===== src/rtl/brl_pkg.sv =====
// shared types and constants of the byte range lock table
`default_nettype none

package brl_pkg;

  localparam int unsigned OffW = 48;
  localparam int unsigned LenW = 49;
  localparam int unsigned OwnW = 16;

  localparam logic [OffW-1:0] OFF_MASK = {OffW{1'b1}};

  localparam logic [2:0] MODE_ADD     = 3'd0;
  localparam logic [2:0] MODE_OVERLAP = 3'd1;
  localparam logic [2:0] MODE_COVERED = 3'd2;
  localparam logic [2:0] MODE_FOREIGN = 3'd3;
  localparam logic [2:0] MODE_FIND    = 3'd4;
  localparam logic [2:0] MODE_DEL_OWN = 3'd5;
  localparam logic [2:0] MODE_DEL_ST  = 3'd6;

  localparam logic [1:0] STATUS_OK       = 2'd0;
  localparam logic [1:0] STATUS_CONFLICT = 2'd1;
  localparam logic [1:0] STATUS_FULL     = 2'd2;

  typedef struct packed {
    logic [2:0]      mode;
    logic [OffW-1:0] range_offset;
    logic [LenW-1:0] range_length;
    logic [OwnW-1:0] owner_id;
  } req_t;

  typedef struct packed {
    logic [1:0]      status;
    logic            answer;
    logic [OffW-1:0] sect_offset;
    logic [LenW-1:0] sect_length;
    logic [OwnW-1:0] sect_owner;
    logic            last;
  } resp_t;

  typedef struct packed {
    logic [OffW-1:0] start;
    logic [OffW-1:0] last_byte;
    logic [LenW-1:0] len;
    logic [OwnW-1:0] owner;
  } entry_t;

  typedef struct packed {
    logic   ins;
    logic   rem;
    entry_t entry;
  } tbl_cmd_t;

  typedef struct packed {
    logic            ce_lt_start;
    logic            cs_gt_end;
    logic            cs_lt_start;
    logic            cs_eq_start;
    logic            ce_gt_end;
    logic            own_eq;
    logic [OffW-1:0] next_cs;
    logic [LenW-1:0] mid_len;
    logic [LenW-1:0] fin_len;
  } cmp_t;

endpackage

`default_nettype wire


===== src/rtl/brl_cmp.sv =====
// shared compare unit: current window against one table entry
`default_nettype none

module brl_cmp (
  input  wire logic [brl_pkg::OffW-1:0] cs_i,
  input  wire logic [brl_pkg::OffW-1:0] ce_i,
  input  wire logic [brl_pkg::OwnW-1:0] own_i,
  input  brl_pkg::entry_t               entry_i,
  output brl_pkg::cmp_t                 cmp_o
);
  import brl_pkg::*;

  always_comb begin
    cmp_o.ce_lt_start = ce_i < entry_i.start;
    cmp_o.cs_gt_end   = cs_i > entry_i.last_byte;
    cmp_o.cs_lt_start = cs_i < entry_i.start;
    cmp_o.cs_eq_start = cs_i == entry_i.start;
    cmp_o.ce_gt_end   = ce_i > entry_i.last_byte;
    cmp_o.own_eq      = own_i == entry_i.owner;
    cmp_o.next_cs     = entry_i.last_byte + OffW'(1);
    cmp_o.mid_len     = {1'b0, entry_i.start} - {1'b0, cs_i};
    cmp_o.fin_len     = {1'b0, ce_i} - {1'b0, cs_i} + LenW'(1);
  end

endmodule

`default_nettype wire


===== config.mk =====
export PLATFORM = sky130hd
export DESIGN_NAME = brl_cmp
export DESIGN_NICKNAME = d
export VERILOG_FILES = /design/src/rtl/brl_pkg.sv /design/src/rtl/brl_cmp.sv
export SDC_FILE = /design/constraint.sdc
export NUM_CORES = 1
export LEC_CHECK = 0
export BUFFER_PORTS_ARGS = -buffer_cell sky130_fd_sc_hd__buf_2
export CAP_MARGIN = 5
export CORE_AREA = 2 2 163 165
export DETAILED_ROUTE_END_ITERATION = 10
export DIE_AREA = 0 0 165 167
export PLACE_DENSITY = 0.69
export SETUP_SLACK_MARGIN = 0.1
export SYNTH_ARGS = -nofsm -noshare
export SYNTH_HDL_FRONTEND = slang
export SYNTH_SLANG_ARGS = --single-unit

===== constraint.sdc =====
create_clock -name vclk -period 3.2
set_clock_uncertainty 0.05 [all_clocks]
set_input_delay 0.32 -clock vclk [all_inputs]
set_output_delay 0.32 -clock vclk [all_outputs]
set_load 0.02 [all_outputs]

Word-level counts from Yosys, hierarchy flattened:

Cells that the tools add are included.
W data, S select, Z words.

* logic and storage cells: 10
* input bits: 273
* bits in registers: 0
* memories kept: 0
* output and inout bits: 152
* memory bits (read-only): 0
* bits in writable memories: 0
* latch bits: 0

* divide/modulo/power cells: 0
* multipliers: 0
* reductions and logical operators: 0
* multiplexer cells: 0
* bitwise operators: 0
* equal/unequal tests: 2
* shift operators: 0
* add/sub/neg operators: 4
* magnitude comparators: 4

Operator list (number)
* $sub A48 B48 Y49: 2
* $gt A48 B48 Y1: 2
* $lt A48 B48 Y1: 2
* $add A49 B1 Y49 const B: 1
* $add A48 B1 Y48 const B: 1
* $eq A48 B48 Y1: 1
* $eq A16 B16 Y1: 1

Longest topological paths before layout:

Gate-level depths: netlist of the first run.

* depth after elaboration: 2
* gate-level depth with buffers: 14
* gate-level depth less buffers: 14

Worst setup path after synthesis of the first run:

OpenSTA, ideal clock, no wires.

* path type: in2out
* from: input ce_i[1] (netlist bit)
* to: output cmp_o[43] (netlist bit)
* slack: -0.142 ns
* buffers on the path: 0
* cell stages on the path: 14
* arrival: 2.972 ns
* path through: inv_1 ha_1 inv_1 ha_1 fa_1 a21oi_1 o31ai_2 nand4_1 a211oi_1 nor4b_1 o211ai_1 nand4_1 o21ai_0 a311oi_1

RTL lines
* from (decl): RTL line brl_cmp.sv:6 `input wire logic [brl_pkg::OffW-1:0] ce_i,`
* to (decl): RTL line brl_cmp.sv:9 `output brl_pkg::cmp_t cmp_o`

==> metrics.md, run 1 <==
| Metric | Value |
|---|---|
| Vias per inst | 5.61 |
| Crit Path Class | input pin to output port |
| Max-slew violation count | 0 |
| Initial Util | 41.5% |
| Register area | 0 um^2 |
| Fin. Hold Viols | 0 |
| Crit path launch type | input pin |
| Syn-to-layout area delta | 73.5% |
| Synth area leaders | ha_1 34%, xnor2_1 9.3%, a21oi_1 7.4% |
| Worst path depth | 17 |
| Largest delay share family, worst path | compound AO/OA/AOI/OAI gates |
| Post-DP HPWL | 40.4 mm |
| Leak | 9.65 nW |
| CP max FO | 2 |
| Data arrival, critical path | 3380 ps |
| Cell Area, Synth | 10700 um^2 |
| Synthesis Warnings | 0 |
| Final cell count without fillers | 2566 |
| Hold depth | 3 |
| Violated checks | setup timing |
| Min Clock Period, post-route | 3750 ps |
| Final core occ | 71.9% |
| Cell Chain, Critical Path | buf_12 -> inv_12 -> ha_4 -> inv_2 -> ha_4 -> fa_2 -> a21oi_4 -> o31ai_4 -> nand4_1 -> a211oi_4 -> nor4b_2 -> o211ai_1 -> a21oi_1 -> buf_4 -> o31ai_4 -> xor2_1 -> buf_4 |
| Placed Cells incl. Taps | 2488 |
| Most instantiated cells after synthesis | 287 x ha_1, 180 x inv_1, 158 x a21oi_1, 114 x xnor2_1, 105 x a21o_1 |
| Clock buf count | 0 |
| I/O pin cnt | 425 |
| FFs & Latches | 0 |
| Fin nets | 2790 |
| Final WL | 49.8 mm |
| Yosys cell types | 80 |
| MaxCap Viol Count | 0 |
| Hold buffers post-CTS | 0 |
| # setup viols final | 30 |
| Core area | 25800 um^2 |
| Worst Hold Class | input pin to output port |
| Top-count cell post-synth | ha_1 |
| Layout cells sized above 1 | 48.8% |
| PwrDens | 251 nW/um^2 |
| DRC Markers | 0 |
| Status | finished, violations left |
| ANT nets after route | 0 |
| CP max-delay cell | a211oi_4 |
| Fillers | 1930 |
| PortBufs | 376 |
| First-pass GRT wire length | 72.1 mm |
| FP Rows | 59 |
| Vias in the first global route | 14473 |
| TritonRoute pass-1 iters | 5 |
| Mapped Cells | 1475 |
| Setup crit end kind | output port |
| Worst Path Required | 2830 ps |
| Die width | 165 um |
| Worst Setup Slack, final | -548 ps |
| Drt first-iter violations | 705 |
| CP max stage delay | 350 ps |
| Most area-hungry cell type in the Yosys netlist | ha_1 |
| GRT Util Overall | 32.8% |
| Seq/Total Area, Yosys | 0% |
| Final period util | 117% |
| WL/cell | 19.4 um |
| Fmax | 267 MHz |
| Die Ht | 167 um |
| Routability cong. | 0.976 |
| CP bufs+invs | 5 |
| Die ar. | 27600 um^2 |
| Max VDD drop | 0.190 mV |
| Initial antenna violation count | 9 |
| Vias | 14402 |
| Worst slew pin tran | 713 ps |
| Share of the synthesized area in the top cell type | 33.6% |
| Gr ovfl total | 0 |
| Avg Inst Size Synth | 7.24 um^2 |
| Rel. slew slack | 52.0% |
| Pin count of the biggest net entering global routing | 10 |
| RSZ-0062 raised after global routing | true |
| Syn Nets | 2037 |
-- through the flow --
stage	TNS [ps]	power, mW	area (um^2)	hold WS, ps	setup WS (ps)
after global routing	-7630	4.95	18500	913	-575
after floorplan	0	2.07	10900	667	75.2
final	-5650	4.65	18500	897	-548
after global placement	-12640	3.63	15500	892	-762
after CTS	-2830	4.19	17300	899	-413
after detailed placement	-12860	3.67	15500	898	-786
-- report_power, final --
| group | internal [mW] | switching (mW) | total, mW |
|---|---|---|---|
| clock | 0.000000209 | 0 | 0.000000209 |
| sequential | 0 | 0 | 0 |
| combinational | 2.19 | 2.46 | 4.65 |
-- tightest hold or removal path, delay by kind of cell --
kind | cells | cell delay [ps]
buffers and inverters | 2 | 240
XOR/XNOR | 1 | 60
-- layout by cell type (no fill, tap or decap), drive strengths merged, types with 13 or more instances in the layout --
cell      n
o21ai    70
a21oi   163
and3     16
nand3    38
nor4     13
o21bai   19
o21a     14
nor2b    15
a21o    105
xor2     38
nor2     74
ha      287
nand4    55
buf     783
inv     181
xnor2   114
nor3     23
nand2    85
-- repair_timing --
action                                  in CTS  in global routing
buffers inserted                            35                 48
endpoints found under the hold margin        0                  0
pin swaps                                  109                120
endpoints found under the setup margin      61                 71
resized for setup                          277                204
-- worst paths after layout --
kind	to	startpoint
worst max-delay path	cmp_o[47]	ce_i[1]
worst min-delay path	cmp_o[124]	entry_i[91]
-- area by class of cell --
class / instances / area, um^2 / share of cell area [%]
Multi-Input combinational cell: 1262 / 12000 / 64.6
Timing Repair Buffer: 783 / 5410 / 29.2
Inverter: 181 / 722 / 3.90
Tap cell: 335 / 419 / 2.26
Antenna cell: 5 / 12.5 / 0.0675
-- logic make-up after synthesis --
| logic type | count (synthesis) | synth area share [%] |
|---|---|---|
| XOR/XNOR | 152 | 12.5 |
| AO/OA/AOI/OAI | 456 | 27.8 |
| adder cells (fa/ha/maj) | 289 | 34.0 |
| AND/OR/NAND/NOR | 365 | 18.2 |
| buffers and inverters | 213 | 7.53 |
-- layer usage --
layer  routed length (um)  global-route usage, %  vias to the layer above
li1                     -                      -                     6871
met5                   38                      0                        -
met1                18800                   35.5                     6792
met2                25200                   61.9                      591
met4                 2390                   13.4                        8
met3                 3390                   5.60                      140
Note: power is estimated with default switching activity, not from simulation.
==> run 2, diff against run 1 <==
--- a/config.mk
+++ b/config.mk
@@ -11,6 +11,7 @@
 export DETAILED_ROUTE_END_ITERATION = 10
 export DIE_AREA = 0 0 165 167
 export PLACE_DENSITY = 0.69
+export REMOVE_ABC_BUFFERS = 1
 export SETUP_SLACK_MARGIN = 0.1
 export SYNTH_ARGS = -nofsm -noshare
 export SYNTH_HDL_FRONTEND = slang
==> metrics.md, run 2 (synthesized netlist as in run 1, its figures left out) <==
| Metric | Value |
|---|---|
| Status | finished, violations left |
| Violated checks | setup timing |
| Hold buffers post-CTS | 0 (unchanged) |
| Initial Util | 41.5% (unchanged) |
| Post-DP HPWL | 41.6 mm (+3.1%) |
| Vias | 14515 (+0.78%) |
| CP startpoint | ce_i[1] |
| Most common cell after layout, fill and taps aside | buf_4 |
| Fin nets | 2795 (+0.18%) |
| RSZ-0062 raised after global routing | true |
| Initial antenna violation count | 10 (+1) |
| MaxCap Viol Count | 0 (unchanged) |
| Worst slew pin tran | 710 ps (-3.55 ps) |
| Hold depth | 3 (unchanged) |
| Max-slew violation count | 0 (unchanged) |
| TritonRoute pass-1 iters | 5 (unchanged) |
| Vias in the first global route | 14529 (+0.39%) |
| Crit Path Class | input pin to output port |
| Vias per inst | 5.64 (+0.43%) |
| Largest delay share family, worst path | compound AO/OA/AOI/OAI gates |
| Die ar. | 27600 um^2 (unchanged) |
| Syn-to-layout area delta | 76.8% |
| First-pass GRT wire length | 74.6 mm (+3.5%) |
| Rel. slew slack | 52.3% (+0.27 points) |
| WL/cell | 20.1 um (+3.8%) |
| Min Clock Period, post-route | 3680 ps (-64.8 ps) |
| Layout cells sized above 1 | 49.8% (+1.0 points) |
| Die width | 165 um (unchanged) |
| # setup viols final | 35 (+17%) |
| FP Rows | 59 (unchanged) |
| Dpl cell area | 15400 um^2 (-0.89%) |
| FFs & Latches | 0 (unchanged) |
| Register area | 0 um^2 (unchanged) |
| Routability cong. | 1.00 (+2.8%) |
| Drt first-iter violations | 763 (+8.2%) |
| Worst Path Required | 2830 ps (about the same) |
| Commonest non-fill, non-tap cells in the layout | 401 x buf_4, 296 x buf_2, 200 x ha_1, 151 x inv_1, 113 x a21oi_1 |
| Clock buf count | 0 (unchanged) |
| Fin. Hold Viols | 0 (unchanged) |
| Pin count of the biggest net entering global routing | 10 (unchanged) |
| Origin of the worst min-delay path | entry_i[104] |
| Data arrival, critical path | 3310 ps (-70 ps) |
| Worst Hold Class | input pin to output port |
| Worst path depth | 16 (-1) |
| Overall power | 4.75 mW (+2.2%) |
| CP bufs+invs | 4 (-1) |
| Gr ovfl total | 0 (unchanged) |
| Pre-CTS setup slack | -947 ps (-161 ps) |
| Final WL | 51.9 mm (+4.2%) |
| CP max FO | 2 (unchanged) |
| Final core occ | 73.3% (+1.4 points) |
| Design Area, Final | 18900 um^2 (+1.9%) |
| I/O pin cnt | 425 (unchanged) |
| Worst Setup Slack, final | -483 ps (+64.8 ps) |
| DRC Markers | 0 (unchanged) |
| Crit path launch type | input pin |
| PwrDens | 251 nW/um^2 (+0.28%) |
| Fmax | 271 MHz (+1.8%) |
| Final period util | 115% (-2.0 points) |
| CP max-delay cell | a211oi_4 |
| GRT Util Overall | 34.1% (+1.3 points) |
| PortBufs | 376 (unchanged) |
| Die Ht | 167 um (unchanged) |
| Core area | 25800 um^2 (unchanged) |
| ANT nets after route | 0 (unchanged) |
| Setup crit end kind | output port |
| Max VDD drop | 0.171 mV (-9.6%) |
| Leak | 9.75 nW (+0.98%) |
| Cell Chain, Critical Path | buf_8 -> inv_4 -> ha_4 -> inv_4 -> ha_4 -> fa_2 -> a21oi_4 -> o31ai_4 -> nand4_1 -> a211oi_4 -> nor4b_4 -> o211ai_1 -> a21oi_2 -> o31ai_2 -> xor2_1 -> buf_4 |
| CP max stage delay | 420 ps (+70 ps) |
run 2: changes by cell type in the layout (fill, tap and decap cells not counted), sizes merged:
| cell | before | now |
|---|---|---|
| diode | 5 | 9 |
| buf | 783 | 786 |
| clkbuf | 0 | 2 |
run 2: metal layers:
layer | wire, um | track usage, % | vias up
li1 | - | - | 6878
met1 | 19000 | 35.6 | 6808
met2 | 26600 | 66.6 | 665
met3 | 3770 | 6.82 | 158
met4 | 2450 | 11.2 | 6
met5 | 41 | 0 | -
run 2: worst paths after layout:
kind                      to  slack [ps]
setup / recovery   cmp_o[47]        -480
hold / removal    cmp_o[137]         900
run 2: final cells by class:
cell class,instances,area [um^2]
repair buffers,788,5550
fillers,1943,6880
well taps,335,419
inverters,181,724
multi-input cells,1262,12200
diodes,9,22.5
run 2: per-stage QoR:
step | hold slack, ps | cells | setup TNS (ps)
after floorplan | 667 | 1443 | -356
after global placement | 891 | 2494 | -14210
after detailed placement | 894 | 2494 | -16020
after CTS | 894 | 2544 | -3310
after global routing | 910 | 2567 | -7570
final | 895 | 2575 | -4790
run 2: timing repair:
action                     CTS  global route
setup buffers               51            33
gates cloned                 0             0
pin swaps                  140           137
resized for setup          360           199
setup endpoints to repair   61            67
run 2: power by group:
group	total [mW]	internal [mW]	switching, mW
clock	0.000000377	0.000000377	0
combinational	4.75	2.25	2.50
sequential	0	0	0
